===== config.mk =====
export PLATFORM = sky130hd
export DESIGN_NAME = sensor_packet_framer
export DESIGN_NICKNAME = d
export VERILOG_FILES = /design/src/rtl/spf_pkg.sv /design/src/rtl/spf_seq.sv /design/src/rtl/spf_obuf.sv /design/src/rtl/sensor_packet_framer.sv
export SDC_FILE = /design/constraint.sdc
export NUM_CORES = 1
export LEC_CHECK = 0
export BUFFER_PORTS_ARGS = -buffer_cell sky130_fd_sc_hd__buf_4
export CORE_AREA = 3 3 179 94
export DETAILED_ROUTE_END_ITERATION = 6
export DIE_AREA = 0 0 182 97
export PLACE_DENSITY = 0.67
export SYNTH_ARGS = -nofsm -noshare
export SYNTH_HDL_FRONTEND = slang
export SYNTH_SLANG_ARGS = --single-unit
export TNS_END_PERCENT = 1

===== constraint.sdc =====
create_clock -name clk -period 5.7 [get_ports clk]
set_clock_uncertainty 0.1 [all_clocks]
set_input_delay 0.57 -clock clk [delete_from_list [all_inputs] [get_ports clk]]
set_output_delay 0.57 -clock clk [all_outputs]
set_load 0.05 [all_outputs]

===== src/rtl/spf_pkg.sv =====
// Package for the sensor packet framer.
// Holds the item and beat structs, register indexes and reset constants.
// No dependencies.
package spf_pkg;

  localparam int CFG_IDX_W = 2;
  localparam int CFG_DATA_W = 32;

  localparam logic [CFG_IDX_W-1:0] REG_HEADER  = 2'd0;
  localparam logic [CFG_IDX_W-1:0] REG_ADDRESS = 2'd1;

  localparam logic [15:0] HEADER_RESET  = 16'hEF01;
  localparam logic [31:0] ADDRESS_RESET = 32'hFFFF_FFFF;

  // one accepted input transaction
  typedef struct packed {
    logic [7:0]  packet_id;
    logic [15:0] payload_count;
    logic [7:0]  payload_byte;
    logic        first_byte;
    logic        final_byte;
  } item_t;

  // one framed output byte
  typedef struct packed {
    logic [7:0] wire_byte;
    logic       run_end;
    logic       packet_end;
  } beat_t;

endpackage


===== src/rtl/spf_seq.sv =====
// Byte sequencer of the sensor packet framer: walks one item through the
// header, payload and checksum steps and keeps the running checksum.
// Depends on spf_pkg.
module spf_seq (
  input  logic               clk,
  input  logic               rst_n,
  input  logic               item_valid,
  input  spf_pkg::item_t     item,
  input  logic [15:0]        header_word,
  input  logic [31:0]        device_address,
  input  logic               beat_ready,
  output logic               item_take,
  output logic               beat_valid,
  output spf_pkg::beat_t     beat
);

  localparam logic [3:0] STEP_HDR_HI  = 4'd0;
  localparam logic [3:0] STEP_HDR_LO  = 4'd1;
  localparam logic [3:0] STEP_ADDR_3  = 4'd2;
  localparam logic [3:0] STEP_ADDR_2  = 4'd3;
  localparam logic [3:0] STEP_ADDR_1  = 4'd4;
  localparam logic [3:0] STEP_ADDR_0  = 4'd5;
  localparam logic [3:0] STEP_ID      = 4'd6;
  localparam logic [3:0] STEP_LEN_HI  = 4'd7;
  localparam logic [3:0] STEP_LEN_LO  = 4'd8;
  localparam logic [3:0] STEP_PAYLOAD = 4'd9;
  localparam logic [3:0] STEP_SUM_HI  = 4'd10;
  localparam logic [3:0] STEP_SUM_LO  = 4'd11;

  logic [3:0]  step_r, step_nxt;
  logic [15:0] sum_r, sum_nxt;
  logic        open_r, open_nxt;
  logic [3:0]  step_cur;
  logic [3:0]  step_end;
  logic [15:0] len;
  logic [15:0] sum_base;
  logic        drop;
  logic        advance;

  // pick the step for this cycle; a fresh item starts at the header or payload
  always_comb begin
    step_cur = step_r;
    if (step_r == STEP_HDR_HI) begin
      step_cur = item.first_byte ? STEP_HDR_HI : STEP_PAYLOAD;
    end
    step_end = item.final_byte ? STEP_SUM_LO : STEP_PAYLOAD;
    len      = item.payload_count + 16'd2;
    sum_base = item.first_byte
             ? ({8'd0, item.packet_id} + {8'd0, len[15:8]} + {8'd0, len[7:0]})
             : sum_r;
  end

  // drop a continuation byte that arrives while no packet is open
  assign drop       = item_valid && !item.first_byte && !open_r && (step_r == STEP_HDR_HI);
  assign advance    = item_valid && !drop && beat_ready;
  assign beat_valid = item_valid && !drop;
  assign item_take  = drop || (advance && (step_cur == step_end));

  // select the byte for the current step
  always_comb begin
    beat.run_end    = (step_cur == step_end);
    beat.packet_end = (step_cur == STEP_SUM_LO);
    case (step_cur)
      STEP_HDR_HI:  beat.wire_byte = header_word[15:8];
      STEP_HDR_LO:  beat.wire_byte = header_word[7:0];
      STEP_ADDR_3:  beat.wire_byte = device_address[31:24];
      STEP_ADDR_2:  beat.wire_byte = device_address[23:16];
      STEP_ADDR_1:  beat.wire_byte = device_address[15:8];
      STEP_ADDR_0:  beat.wire_byte = device_address[7:0];
      STEP_ID:      beat.wire_byte = item.packet_id;
      STEP_LEN_HI:  beat.wire_byte = len[15:8];
      STEP_LEN_LO:  beat.wire_byte = len[7:0];
      STEP_PAYLOAD: beat.wire_byte = item.payload_byte;
      STEP_SUM_HI:  beat.wire_byte = sum_r[15:8];
      STEP_SUM_LO:  beat.wire_byte = sum_r[7:0];
      default:      beat.wire_byte = 8'd0;
    endcase
  end

  // advance the step counter, fold the payload byte into the checksum, clear it after the low checksum byte
  always_comb begin
    step_nxt = step_r;
    sum_nxt  = sum_r;
    open_nxt = open_r;
    if (advance) begin
      step_nxt = (step_cur == step_end) ? STEP_HDR_HI : step_cur + 4'd1;
      if (step_cur == STEP_PAYLOAD) begin
        sum_nxt  = sum_base + {8'd0, item.payload_byte};
        open_nxt = 1'b1;
      end
      if (step_cur == STEP_SUM_LO) begin
        sum_nxt  = 16'd0;
        open_nxt = 1'b0;
      end
    end
  end

  always_ff @(posedge clk) begin
    if (!rst_n) begin
      step_r <= STEP_HDR_HI;
      sum_r  <= 16'd0;
      open_r <= 1'b0;
    end else begin
      step_r <= step_nxt;
      sum_r  <= sum_nxt;
      open_r <= open_nxt;
    end
  end

endmodule


===== src/rtl/spf_obuf.sv =====
// Output register of the sensor packet framer: holds one beat until the
// downstream side takes it. Depends on spf_pkg.
module spf_obuf (
  input  logic           clk,
  input  logic           rst_n,
  input  logic           beat_valid,
  input  spf_pkg::beat_t beat,
  output logic           beat_ready,
  output logic           out_valid,
  output spf_pkg::beat_t out_beat,
  input  logic           out_ready
);

  logic           valid_r, valid_nxt;
  spf_pkg::beat_t beat_r;

  assign beat_ready = !valid_r || out_ready;
  assign out_valid  = valid_r;
  assign out_beat   = beat_r;

  // hold the beat while stalled, refill when it leaves or the register is empty
  always_comb begin
    valid_nxt = valid_r;
    if (beat_ready) begin
      valid_nxt = beat_valid;
    end
  end

  always_ff @(posedge clk) begin
    if (!rst_n) begin
      valid_r <= 1'b0;
    end else begin
      valid_r <= valid_nxt;
    end
  end

  always_ff @(posedge clk) begin
    if (beat_ready && beat_valid) begin
      beat_r <= beat;
    end
  end

endmodule


===== src/rtl/sensor_packet_framer.sv =====
// Top level of the sensor packet framer: input register, configuration
// registers, byte sequencer and output register. Depends on spf_pkg,
// spf_seq and spf_obuf.
//
//  channel  | direction | tdata / data                       | side bits
//  ---------+-----------+------------------------------------+----------------------------
//  in_      | slave     | packet_id, payload_count, byte     | tuser first, tlast final
//  out_     | master    | wire_byte                          | tuser packet end, tlast run end
//  cfg_     | slave     | cfg_index, cfg_data                | -
//
// One output byte per cycle unless the output stalls, paced by the output register. A first byte of a
// packet gives 10 bytes (12 if it also ends the packet), a later byte gives 1
// (3 on the last byte); a byte outside any open packet is dropped without output.
// Reset is synchronous: it clears the valid flags, step counter and checksum and
// loads the configuration defaults; the block is ready right after. An output
// stall holds the output register and backs up into the input register; cfg_ready stays high.
module sensor_packet_framer (
  input  logic                           clk,
  input  logic                           rst_n,
  input  logic                           in_tvalid,
  output logic                           in_tready,
  // [7:0] packet_id, [23:8] payload_count, [31:24] payload_byte
  input  logic [31:0]                    in_tdata,
  // [0] first_byte
  input  logic                           in_tuser,
  input  logic                           in_tlast,
  output logic                           out_tvalid,
  input  logic                           out_tready,
  // [7:0] wire_byte
  output logic [7:0]                     out_tdata,
  // [0] packet_end
  output logic                           out_tuser,
  output logic                           out_tlast,
  input  logic                           cfg_valid,
  output logic                           cfg_ready,
  input  logic [spf_pkg::CFG_IDX_W-1:0]  cfg_index,
  input  logic [spf_pkg::CFG_DATA_W-1:0] cfg_data
);

  logic           buf_valid_r, buf_valid_nxt;
  spf_pkg::item_t buf_r;
  logic [15:0]    header_r;
  logic [31:0]    address_r;
  logic           item_take;
  logic           seq_valid;
  spf_pkg::beat_t seq_beat;
  logic           seq_ready;
  spf_pkg::beat_t out_beat;
  logic           in_accept;

  assign cfg_ready = 1'b1;

  // write configuration registers; unknown indexes are ignored
  always_ff @(posedge clk) begin
    if (!rst_n) begin
      header_r  <= spf_pkg::HEADER_RESET;
      address_r <= spf_pkg::ADDRESS_RESET;
    end else if (cfg_valid) begin
      case (cfg_index)
        spf_pkg::REG_HEADER:  header_r  <= cfg_data[15:0];
        spf_pkg::REG_ADDRESS: address_r <= cfg_data[31:0];
        default: ;
      endcase
    end
  end

  // input register: refill in the same cycle the sequencer retires an item
  assign in_tready = !buf_valid_r || item_take;
  assign in_accept = in_tvalid && in_tready;

  always_comb begin
    buf_valid_nxt = buf_valid_r;
    if (item_take) begin
      buf_valid_nxt = 1'b0;
    end
    if (in_accept) begin
      buf_valid_nxt = 1'b1;
    end
  end

  always_ff @(posedge clk) begin
    if (!rst_n) begin
      buf_valid_r <= 1'b0;
    end else begin
      buf_valid_r <= buf_valid_nxt;
    end
  end

  always_ff @(posedge clk) begin
    if (in_accept) begin
      buf_r.packet_id     <= in_tdata[7:0];
      buf_r.payload_count <= in_tdata[23:8];
      buf_r.payload_byte  <= in_tdata[31:24];
      buf_r.first_byte    <= in_tuser;
      buf_r.final_byte    <= in_tlast;
    end
  end

  spf_seq u_seq (
    .clk            (clk),
    .rst_n          (rst_n),
    .item_valid     (buf_valid_r),
    .item           (buf_r),
    .header_word    (header_r),
    .device_address (address_r),
    .beat_ready     (seq_ready),
    .item_take      (item_take),
    .beat_valid     (seq_valid),
    .beat           (seq_beat)
  );

  spf_obuf u_obuf (
    .clk        (clk),
    .rst_n      (rst_n),
    .beat_valid (seq_valid),
    .beat       (seq_beat),
    .beat_ready (seq_ready),
    .out_valid  (out_tvalid),
    .out_beat   (out_beat),
    .out_ready  (out_tready)
  );

  assign out_tdata = out_beat.wire_byte;
  assign out_tlast = out_beat.run_end;
  assign out_tuser = out_beat.packet_end;

endmodule


==> metrics.csv <==
metric,value,unit
outcome,completed,
CP Data Required Time,5.86,ns
cell depth of the worst hold path,1,
maximum clock frequency,0.1884,GHz
GRT Util Overall,0.1941,
I/O Pins,86,
cells after synthesis,678,
n_diodes,0,
"Reg clk slew, reported paths",0.06,ns
Netlist cell types,66,
hold path start,in_tdata[14],
MaxCap Viol Count,0,
Post-DRT Antenna Nets,0,
Clock Sinks,115,
CTS Buf Count,17,
largest net degree at the start of global routing,45,
register area share after synthesis,0.4504,
Internal,0.001852,W
CP max FO,5,
final total power,0.002736,W
vias,5294,
worst r2r src,buf_r[11],
nets,851,
Comb power frac,0.253,
die width,182,um
via-per-instance ratio,5.509,
Main synth FF type,dfxtp_1,
DR WL/cell,18.02,um
aggregate global routing overflow,0,
"Slew Viols, Final",0,
Crit. End Element,flip-flop,
Post-Syn Area,6090,um^2
site row count,32,
CTS Root Cell,clkbuf_16,
total routed wirelength,17310,um
reg2reg path depth,25,
GP Congestion,0.9101,
syn_nets,785,
period utilization,0.9312,
Synth top area share,0.2334,
maximum vdd drop,0.2041,mV
CP top delay family,compound AO/OA/AOI/OAI gates,
count of input and output buffers,84,
RSZ-0062 raised after global routing,false,
Critical Path Source,buf_r[11],
DRT iter0 DRCs,599,
H-tree levels,4,
Hold Buf Count CTS,0,
P_leak,3.135,nW
"area leader, netlist",dfxtp_1,
Rel. slew slack,0.2846,
initial antenna violation count,0,
Power per Cell Area,367.3,nW/um^2
Buf/Inv on CP,0,
RR Endpoint,u_seq.sum_r[10],
CP max stage cell,or4_1,
CTS tree,yes,
hold path endpoint,buf_r[16],
min Tclk post-route,5.308,ns
first-pass GRT wire length,26990,um
Worst Path Arrival,5.46,ns
Startpoint Class,flip-flop,
TNS Setup,0,ns
die footprint,17650,um^2
Final setup viols,0,
share of post-route cells with drive strength above 1,0.1863,
Initial Util,0.3982,
#FFs+latches synth,115,
Async SR Flop Fraction,0,
"Clk Latency, worst-skew pair",0.43,ns
Fin. Hold Viols,0,
reg2reg setup slack,0.39,ns
Post-synth EDFFs,44,
Die Y,97,um
sequential power share,0.351,
Fill cells,1461,
DRC viols,0,
HPWL after DPL,12800,um
Worst-Margin Slew,1.072,ns
yosys warns,0,
synth top area cells,"dfxtp_1, edfxtp_1, nand2_1",
vias in the first global route,5148,
Worst Hold Class,in -> reg,
clock share of power,0.396,
maximum buffer depth of the clock tree,2,
Core ar.,15290,um^2
CP max stage delay,0.49,ns
syn_area_per_cell,8.982,um^2
CP Class,reg -> reg,
switching pwr,0.0008840,W
area grow syn2layout,22.31,%
DR pass1 iterations,5,
switch share,0.3231,
## worst max path at each step
stage / end / slack [ns] / depth (start not counted)
after floorplan: u_seq.sum_r[15] / 0.92 / 25
after global placement: u_seq.sum_r[15] / 0.55 / 25
after detailed placement: u_seq.sum_r[15] / 0.36 / 25
after CTS: u_seq.sum_r[15] / 0.31 / 25
after global routing: u_seq.sum_r[12] / 0.02 / 25
final: u_seq.sum_r[10] / 0.39 / 25
## metal layers
layer	part of all wire	wire length [um]	global-route usage	up-vias
li1	-	-	-	2561
met1	0.47	8080	0.2744	2517
met2	0.44	7624	0.2916	190
met3	0.076	1316	0.04996	26
met4	0.017	291	0.05906	0
met5	0	0	0	-
## cell type report
type | instances | area, um^2 | share of cell area
multi-input combinational | 507 | 3138 | 0.4213
tap | 204 | 255.2 | 0.03427
inverter | 16 | 60.06 | 0.008063
clock buffer | 19 | 464.2 | 0.06232
timing repair buffer | 87 | 653.1 | 0.08769
sequential | 115 | 2743 | 0.3682
clock inverter | 13 | 135.1 | 0.01814
## metrics by stage
| step | std cells | hold WS, ns | utilization | instance area (um^2) | setup WS, ns |
|---|---|---|---|---|---|
| finish | 961 | 0.2159 | 0.4870 | 7448 | 0.3923 |
| global route | 961 | 0.2093 | 0.4870 | 7448 | 0.01569 |
| CTS | 961 | 0.2073 | 0.4859 | 7432 | 0.3082 |
| detailed placement | 929 | 0.3468 | 0.4467 | 6833 | 0.3558 |
| global placement | 929 | 0.3439 | 0.4467 | 6833 | 0.5518 |
| floorplan | 678 | 0.3357 | - | 6090 | 0.9244 |
## state kept, by name, indices dropped and copies added, names as in the netlist, 4 cells and up
name,flops
header_r,16
address_r,32
u_seq.sum_r,16
u_obuf.out_beat,10
buf_r,34
u_seq.step_r,4
## cell families (layout without fill, tap and decap cells)
logic type	after synthesis	after routing	synth area share
xor gates and xnor gates	28	28	0.04027
adders and majority gates	34	34	0.07356
muxes	9	9	0.01644
AOI/OAI and AO/OA	138	138	0.1553
buffers and inverters	56	135	0.03863
DFF	115	115	0.4504
other	1	1	0.0006158
and+or+nand+nor	297	297	0.2248
## cells in the final DEF (no fill, tap or decap), types with 10 or more instances in the layout
| cell | instances |
|---|---|
| ha_1 | 31 |
| nand2_1 | 145 |
| nand3_1 | 51 |
| o21ai_0 | 15 |
| xnor2_1 | 18 |
| buf_4 | 87 |
| nor3_1 | 12 |
| a22oi_1 | 14 |
| nor2_1 | 37 |
| a21oi_1 | 40 |
| dfxtp_1 | 71 |
| and2_1 | 10 |
| a222oi_1 | 12 |
| clkbuf_16 | 18 |
| edfxtp_1 | 44 |
| inv_1 | 15 |
## synthesized netlist by cell type (3+ instances only)
cell / instances
a211o_1: 3
a211oi_1: 4
a21o_1: 9
a21oi_1: 41
a221oi_1: 7
a222oi_1: 12
a22oi_1: 14
and2_1: 10
and3_1: 3
buf_2: 5
clkbuf_1: 30
dfxtp_1: 71
edfxtp_1: 44
fa_1: 3
ha_1: 31
inv_1: 15
mux2_2: 5
mux2i_1: 3
nand2_1: 145
nand2b_1: 5
nand3_1: 51
nand4_1: 6
nand4b_1: 3
nor2_1: 37
nor2b_1: 7
nor3_1: 13
o21a_1: 3
o21ai_0: 15
o21ai_1: 9
or4_1: 3
xnor2_1: 19
xor2_1: 9
## timing repair
item / 4_1_cts / 5_1_grt
buffers inserted: 0 / 0
endpoints found under the hold margin: 0 / 0
setup endpoints to repair: 0 / 8
resized for setup: 0 / 3
## power by group through the flow
stage          combinational (W)  clock (W)  sequential [W]
2_1_floorplan           0.000469          0        0.000989
3_3_place_gp            0.000665          0        0.000975
3_5_place_dp            0.000675          0        0.000976
4_1_cts                 0.000682    0.00109        0.000959
5_1_grt                 0.000761    0.00113        0.000965
6_report                0.000693    0.00108        0.000960
Note: power is estimated with default switching activity, not from simulation.
